`config.mk`:
```
export PLATFORM = sky130hd
export DESIGN_NAME = utf8_to_bmp_stream_decoder
export DESIGN_NICKNAME = d
export VERILOG_FILES = /design/src/rtl/core/u8bmp_pkg.sv /design/src/rtl/core/u8bmp_step.sv /design/src/rtl/core/utf8_to_bmp_stream_decoder.sv
export SDC_FILE = /design/constraint.sdc
export NUM_CORES = 1
export LEC_CHECK = 0
export BUFFER_PORTS_ARGS = -buffer_cell sky130_fd_sc_hd__buf_4
export CAP_MARGIN = 20
export CORE_UTILIZATION = 54
export DETAILED_ROUTE_END_ITERATION = 16
export HOLD_SLACK_MARGIN = 0.1
export PLACE_DENSITY_LB_ADDON = 0.15
export SLEW_MARGIN = 20
export SYNTH_ARGS = -nofsm -noshare
export SYNTH_HDL_FRONTEND = slang
export SYNTH_HIERARCHICAL = 1
export SYNTH_SLANG_ARGS = --single-unit
```
`constraint.sdc`:
```
create_clock -name clk -period 5.6 [get_ports clk]
set_clock_uncertainty 0.2 [all_clocks]
set_input_delay 0.28 -clock clk [delete_from_list [all_inputs] [get_ports clk]]
set_output_delay 0.28 -clock clk [all_outputs]
set_load 0.05 [all_outputs]
```
`src/rtl/core/u8bmp_pkg.sv`:
```
// Shared types and constants for the UTF-8 to BMP stream decoder.
package u8bmp_pkg;

  localparam int unsigned LimitWidth = 16;
  localparam int unsigned CountWidth = 17;
  localparam logic [LimitWidth-1:0] LimitReset = 16'hFFFF;

  typedef enum logic [0:0] {
    CFG_BYTE_LIMIT  = 1'b0,
    CFG_POINT_LIMIT = 1'b1
  } cfg_index_t;

  typedef enum logic [1:0] {
    PH_STOPPED = 2'd0,
    PH_LEAD    = 2'd1,
    PH_CONT    = 2'd2
  } phase_t;

  typedef enum logic [2:0] {
    KIND_POINT   = 3'd0,
    KIND_END     = 3'd1,
    KIND_INVALID = 3'd2,
    KIND_BYTES   = 3'd3,
    KIND_FULL    = 3'd4
  } kind_t;

  typedef struct packed {
    phase_t                phase;
    logic [1:0]            pending;
    logic [15:0]           partial;
    logic [CountWidth-1:0] bytes_taken;
    logic [LimitWidth-1:0] points_done;
  } dec_state_t;

  typedef struct packed {
    logic                  emit;
    kind_t                 kind;
    logic [15:0]           code_point;
    logic [LimitWidth-1:0] point_count;
  } dec_result_t;

endpackage

```
`src/rtl/core/u8bmp_step.sv`:
```
// Next-state and result logic for one UTF-8 byte.
module u8bmp_step
  import u8bmp_pkg::*;
(
  input  dec_state_t            cur,
  input  logic [7:0]            in_byte,
  input  logic                  begins_string,
  input  logic [LimitWidth-1:0] byte_limit,
  input  logic [LimitWidth-1:0] point_limit,
  output dec_state_t            nxt,
  output dec_result_t           res
);

  dec_state_t st;
  logic       finish;
  logic [1:0] pend_dec;

  always_comb begin
    st = cur;
    if (begins_string) begin
      st.phase       = PH_LEAD;
      st.pending     = 2'd0;
      st.partial     = 16'd0;
      st.bytes_taken = '0;
      st.points_done = '0;
    end

    nxt         = st;
    res         = '0;
    res.kind    = KIND_POINT;
    finish      = 1'b0;
    pend_dec    = st.pending - 2'd1;

    case (st.phase)
      PH_CONT: begin
        nxt.bytes_taken = st.bytes_taken + CountWidth'(1);
        nxt.partial     = {st.partial[9:0], in_byte[5:0]};
        nxt.pending     = pend_dec;
        finish          = (pend_dec == 2'd0);
      end
      PH_LEAD: begin
        if (st.points_done == point_limit) begin
          nxt.phase = PH_STOPPED;
          res.emit  = 1'b1;
          res.kind  = KIND_FULL;
        end else begin
          nxt.bytes_taken = st.bytes_taken + CountWidth'(1);
          if (!in_byte[7]) begin
            nxt.partial = {8'd0, in_byte};
            finish      = 1'b1;
          end else if (in_byte[7:6] == 2'b10 || in_byte[7:4] == 4'hF) begin
            nxt.phase = PH_STOPPED;
            res.emit  = 1'b1;
            res.kind  = KIND_INVALID;
          end else if (in_byte[7:5] == 3'b110) begin
            nxt.partial = {11'd0, in_byte[4:0]};
            nxt.pending = 2'd1;
            nxt.phase   = PH_CONT;
          end else begin
            nxt.partial = {12'd0, in_byte[3:0]};
            nxt.pending = 2'd2;
            nxt.phase   = PH_CONT;
          end
        end
      end
      default: begin
        nxt = st;
      end
    endcase

    if (finish) begin
      res.emit = 1'b1;
      if (nxt.bytes_taken > {1'b0, byte_limit}) begin
        nxt.phase = PH_STOPPED;
        res.kind  = KIND_BYTES;
      end else if (nxt.partial == 16'd0) begin
        nxt.phase       = PH_STOPPED;
        res.kind        = KIND_END;
        res.point_count = st.points_done;
      end else begin
        nxt.points_done = st.points_done + LimitWidth'(1);
        nxt.phase       = PH_LEAD;
        res.kind        = KIND_POINT;
        res.code_point  = nxt.partial;
      end
    end
  end

endmodule

```
`src/rtl/core/utf8_to_bmp_stream_decoder.sv`:
```
// Top level of the UTF-8 to BMP stream decoder.
// Takes UTF-8 bytes and gives at most one result per byte, registered in the
// cycle after the byte is accepted; with the result side ready a byte is taken
// on every clock. The result register acts as the only buffer: a new byte is
// taken whenever that register is empty or being drained in the same cycle. Set
// in_tuser on the first byte of a string; after an end of string or any error,
// bytes are dropped without result until the next string start. Limits are
// written through the cfg_ port; the user must write them only while no string
// is in flight, as the block itself does not enforce this.
module utf8_to_bmp_stream_decoder
  import u8bmp_pkg::*;
(
  input  logic                  clk,
  input  logic                  rst_n,
  input  logic                  in_tvalid,
  output logic                  in_tready,
  input  logic [7:0]            in_tdata,   // [7:0] in_byte
  input  logic                  in_tuser,   // [0] begins_string
  output logic                  out_tvalid,
  input  logic                  out_tready,
  output logic [31:0]           out_tdata,  // [15:0] code_point, [31:16] point_count
  output logic [2:0]            out_tuser,  // [2:0] kind
  input  logic                  cfg_valid,
  output logic                  cfg_ready,
  input  logic [0:0]            cfg_index,
  input  logic [LimitWidth-1:0] cfg_data
);

  logic [LimitWidth-1:0] byte_limit_r;
  logic [LimitWidth-1:0] point_limit_r;
  dec_state_t            state_r;
  dec_state_t            state_nxt;
  dec_result_t           res;
  logic                  out_valid_r;
  kind_t                 kind_r;
  logic [15:0]           code_point_r;
  logic [LimitWidth-1:0] point_count_r;
  logic                  in_fire;

  assign cfg_ready  = 1'b1;
  assign in_tready  = !out_valid_r || out_tready;
  assign in_fire    = in_tvalid && in_tready;
  assign out_tvalid = out_valid_r;
  assign out_tdata  = {point_count_r, code_point_r};
  assign out_tuser  = kind_r;

  u8bmp_step u_step (
    .cur           (state_r),
    .in_byte       (in_tdata),
    .begins_string (in_tuser),
    .byte_limit    (byte_limit_r),
    .point_limit   (point_limit_r),
    .nxt           (state_nxt),
    .res           (res)
  );

  always_ff @(posedge clk) begin
    if (!rst_n) begin
      byte_limit_r  <= LimitReset;
      point_limit_r <= LimitReset;
    end else if (cfg_valid) begin
      case (cfg_index_t'(cfg_index))
        CFG_BYTE_LIMIT:  byte_limit_r  <= cfg_data;
        CFG_POINT_LIMIT: point_limit_r <= cfg_data;
        default:         byte_limit_r  <= byte_limit_r;
      endcase
    end
  end

  always_ff @(posedge clk) begin
    if (!rst_n) begin
      state_r.phase       <= PH_STOPPED;
      state_r.pending     <= 2'd0;
      state_r.partial     <= 16'd0;
      state_r.bytes_taken <= '0;
      state_r.points_done <= '0;
      out_valid_r         <= 1'b0;
    end else begin
      if (in_fire) begin
        state_r     <= state_nxt;
        out_valid_r <= res.emit;
      end else if (out_tready) begin
        out_valid_r <= 1'b0;
      end
    end
  end

  always_ff @(posedge clk) begin
    if (in_fire && res.emit) begin
      kind_r        <= res.kind;
      code_point_r  <= res.code_point;
      point_count_r <= res.point_count;
    end
  end

endmodule

```
### Yosys cells after proc, flatten, opt, wreduce, memory -nomap -nowiden

Index checks and enable logic that the tools add are counted.

* register bits after elaboration: 121
* word-level logic and storage cells: 67
* output and inout port bits: 38

* $lt $le $gt $ge: 1
* reduce and logical (&&, ||, !) cells: 12
* muxes and demuxes: 31
* bitwise logic cells: 3
* eq/ne operators: 6
* add/sub/neg operators: 3

Operators by type and width (count)
* $mux W16: 6
* $pmux W35 S2: 1
* $mux W53: 1
* $mux W18: 2
* $mux W36: 1
* $mux W35: 1
* $mux W32: 1
* $mux W4: 5
* $add A17 B1 Y17 const B: 1
* $gt A17 B16 Y1: 1
* $add A16 B1 Y16 const B: 1
* $eq A16 B16 Y1: 1
* $logic_not A16 Y1: 1
* $mux W2: 6
* $mux W1: 6
* $reduce_or A3 Y1: 2
* $eq A2 B2 Y1 const B: 2
* $eq A4 B4 Y1 const B: 1
* $reduce_and A2 Y1: 2
* $eq A3 B3 Y1 const B: 1
* $not A1 Y1: 3
* $eq A2 B1 Y1 const B: 1
* $logic_and A1 B1 Y1: 2
* $logic_not A2 Y1: 1
* other kinds (5): 6

### Depth between registers and ports, before layout

* depth in word-level cells: 11
* mapped depth: 30
* gate-level depth less buffers: 24

### By module

Netlist, hierarchy kept.

By module, submodules not included
* utf8_to_bmp_stream_decoder: area each 4389.2 sq um, cells each 415, instances 1
* u8bmp_step: area each 3032.9 sq um, cells each 513, instances 1

### Worst setup path before layout

No wires, ideal clock.

* kind: in2reg
* start: input in_tuser
* end: register state_r[11] (netlist name)
* cell stages on the path: 25
* library setup time: 0.072 ns
* arrival: 5.225 ns
* slack: 0.103 ns
* path buffers: 8
* data required time: 5.328 ns
* path through: buf_2 buf_2 clkbuf_1 clkbuf_1 buf_1 or2_2 ha_1 clkbuf_1 clkbuf_1 a21oi_1 o21ai_0 mux2_2 ha_1 a21o_1 a21o_1 a21oi_1 o221ai_1 o21ai_0 nand3_1 clkbuf_1 a21o_1 or3_1 a21oi_1 nand2_1 mux2i_1

RTL lines
* from (decl): RTL line utf8_to_bmp_stream_decoder.sv:18 `input logic in_tuser,`
* to (signal assigned): RTL line utf8_to_bmp_stream_decoder.sv:80 `state_r <= state_nxt;`
* to (decl): RTL line utf8_to_bmp_stream_decoder.sv:31 `dec_state_t state_r;`

==> results.yml <==
outcome:
  status: "completed"
critical_path:
  start_kind: "flop"
  arrival_ns: 5.27
  rr_worst_depth: 21
  critPathKind: "reg2reg"
  cp-end-kind: "flop"
  r2r_end: "state_r[12]"
  critical_path.top_delay_family: "compound AO/OA/AOI/OAI gates"
  cp_max_fo: 6
  worstPathRequired_ns: 5.67
  crit_path_top_delay_cell: "dfxtp_1"
  path_buf_inv: 1
  rr_startpoint: "point_limit_r[7]"
  worstPathCellList: "nand2_1 -> or4_1 -> a32o_1 -> nor4_4 -> nor2_1 -> nor2_1 -> buf_4 -> o21ai_0 -> mux2_2 -> ha_1 -> a21o_1 -> a21o_1 -> a21oi_1 -> o221ai_1 -> o21ai_2 -> nand3_1 -> a211oi_2 -> and4_1 -> mux2_4 -> nand2_1 -> mux2i_1"
  critPathMaxStageDelay_ns: 0.44
  reg2reg_slack_ns: 0.40
yosys:
  netlist_instances: 928
  synth_nets: 981
  ys_warn_count: 6
  async_reset_ff_share_pct: 0
  synth_area_per_cell_um2: 8.00
  yosys.cell_types.count: 71
  synth_edf_count: 35
  seq_area_frac_synth_pct: 37.4
  netlist_area_um2: 7420
  ys_ff_latch: 121
  ys.flop_type: "dfxtp_1"
routing:
  via_count: 6917
  drt-total-wl_um: 19200
  initialDrtViolationCount: 600
  vias_per_cell: 5.78
  drcViolationCount: 0
  wl_per_cell_um: 16.1
  drt-pass1-iter-count: 5
  ant_nets: 0
power_and_ir_drop:
  switching_share_pct: 26.8
  p_leak_nw: 3.78
  p_sw_w: 0.000640
  pwr_density_cell_nw_per_um2: 269
  vdd_ir_drop_max_mv: 0.221
  pwr-share-seq_pct: 40.0
  power_frac_comb_pct: 14.2
  internal-power_w: 0.00175
  p_clk_share_pct: 45.8
clocking:
  root_buffer: "clkbuf_16"
  max-clock-path-buffers: 2
  post-cts-setup-buffer-count: 0
  clk_pin_slew_ns: 0.06
  cts_tree: "built"
  cts_max_level: 4
  cts.sinks: 121
  cts-buffers-inserted: 17
  clk_latency_ns: 0.43
final_layout:
  layout-drive-gt1-share_pct: 14.4
  diodes: 0
  synthToLayoutAreaGrowth_pct: 19.7
  fin_nets: 1060
  postLayoutCellArea_um2: 8880
  layout.cells.non_filler: 1196
min_path:
  min-delay-start: "cfg_index"
  min_to: "byte_limit_r[11]"
  min_path_cells: 4
  worstHoldPathType: "in2reg"
floorplan:
  initial_core_util_pct: 55.6
  dieArea_um2: 14200
  rows: 42
  fp.dieH_um: 119
  die_width_um: 119
  ioPinCount: 69
  core_um2: 13300
global_route:
  grt_pass1_vias: 6385
  antenna_found_initial: 0
  grt_pass1_wl_um: 31900
  grt_usage_pct: 28.7
  grt_start_max_net_pins: 85
  gr-total-overflow: 0
placement:
  dp_cells: 1142
  io_buffers: 67
  place.gp.congestion: 0.936
  post_dp_cell_area_um2: 8030
  dp_hpwl_um: 12900
sta:
  setup_tns_ns: 0
  finalHoldViolations: 0
  maxSlewViolCount: 0
  fmax_ghz: 0.192
  period_share_pct: 92.8
  fin_crit_ns: 5.20
  rsz0062_at_grt: "false"
  tightest_slew_ns: 0.971
  finalSetupViolations: 0
  slew-limit-headroom_pct: 35.3
flow_run:
  maxCapViolations: 0
[layout by cell type (no fill, tap or decap), drive strengths merged, types with 4 or more instances in the layout]
cell type	n
o21ai	44
nand4	13
o31ai	5
xor2	6
and2	22
nor2b	21
nand3	52
or3	6
or2	4
dfxtp	86
a31oi	13
a22oi	5
and3	9
a211oi	4
clkbuf	26
nor2	63
o21a	6
nand2	236
ha	22
xnor2	6
dlygate4sd3	22
nor3	11
edfxtp	35
buf	95
inv	40
o211ai	4
mux2i	53
a22o	5
a21oi	31
a21o	11
or4	5
nand3b	4
a32o	7
[how the worst max path moves through the flow]
| stage | from | endpoint | slack [ns] | cells after the start |
|---|---|---|---|---|
| 5_1_grt | point_limit_r[7] | state_r[12] | 0.008 | 21 |
| 2_1_floorplan | in_tuser | state_r[11] | 0.10 | 25 |
| 6_report | point_limit_r[7] | state_r[12] | 0.40 | 21 |
| 3_5_place_dp | in_tuser | state_r[12] | 0.06 | 21 |
| 3_3_place_gp | in_tuser | state_r[12] | 0.12 | 21 |
| 4_1_cts | state_r[8] | state_r[12] | 0.14 | 20 |
[logic make-up (layout without fill, tap and decap cells)]
kind of cell | Yosys count | after routing | synth area share (%)
other | 1 | 1 | 0.0505
XOR/XNOR | 12 | 12 | 1.42
buffers and inverters | 95 | 187 | 6.56
multiplexers | 56 | 56 | 7.65
AND/OR/NAND/NOR | 458 | 458 | 28.2
AO/OA/AOI/OAI | 163 | 163 | 15.1
flip-flops | 121 | 121 | 37.4
adder cells (fa/ha/maj) | 22 | 22 | 3.71
[flip-flops by register name, summed over array words and instances, names as in the netlist]
register,count
point_limit_r,16
code_point_r,16
state_r,53
byte_limit_r,16
out_tvalid,1
out_tuser,3
point_count_r,16
[synth_stat cells (7+ instances only)]
library cell,number,area share [%]
a21o_1,11,1.1
a21oi_1,31,2.1
a31oi_1,13,1.1
a32o_1,7,0.94
and2_1,20,1.7
and3_1,9,0.76
buf_2,11,0.74
clkbuf_1,27,1.4
dfxtp_1,86,23
edfxtp_1,35,14
ha_1,22,3.7
inv_1,37,1.9
mux2i_1,53,7.1
nand2_1,236,12
nand3_1,52,3.5
nand4_1,13,1.1
nor2_1,63,3.2
nor2b_1,21,1.8
nor3_1,11,0.74
o21ai_0,43,2.9
[timing repair]
action                                  4_1_cts  5_1_grt
resized for setup                             0        8
hold endpoints to repair                     39        0
hold buffers                                 22        0
endpoints found under the setup margin        0       31
[power by group through the flow]
stage          Combinational [W]  Clock [W]  Sequential [W]
2_1_floorplan           0.000196          0         0.00101
3_3_place_gp            0.000316          0        0.000972
3_5_place_dp            0.000318          0        0.000973
4_1_cts                 0.000332    0.00111        0.000955
5_1_grt                 0.000367    0.00116        0.000958
6_report                0.000338    0.00109        0.000955
[worst min-delay path: stages]
cell	delay, ns
buf_4	0.10
nor2b_2	0.12
nand2_1	0.10
nand3_1	0.06
[per-layer routing]
layer / GRT usage (%) / routed length (um) / vias to the layer above
met2: 44.7 / 8780 / 235
met4: 12.6 / 526 / 0
li1: - / - / 3396
met3: 6.18 / 1160 / 45
met1: 38.1 / 8750 / 3241
met5: 0 / 0 / -
[through the flow]
| stage | power [W] | utilization (%) | hold WS (ns) | setup slack (ns) |
|---|---|---|---|---|
| after floorplan | 0.00120 | - | 0.204 | 0.103 |
| after global placement | 0.00129 | 60.1 | 0.242 | 0.116 |
| final | 0.00239 | 66.5 | 0.0852 | 0.405 |
| after global routing | 0.00248 | 66.5 | 0.116 | 0.00769 |
| after detailed placement | 0.00129 | 60.1 | 0.247 | 0.0642 |
| after CTS | 0.00239 | 66.3 | 0.178 | 0.144 |
[final cells by class]
| class | count | area [um2] |
|---|---|---|
| Fill cell | 1184 | 4470 |
| Multi-Input combinational cell | 712 | 4200 |
| Sequential cell | 121 | 2770 |
| Timing Repair Buffer | 117 | 933 |
| Clock buffer | 26 | 562 |
| Tap cell | 176 | 220 |
| Inverter | 38 | 143 |
| Clock inverter | 6 | 46.3 |
No activity file was read; power rests on OpenSTA's default activity.
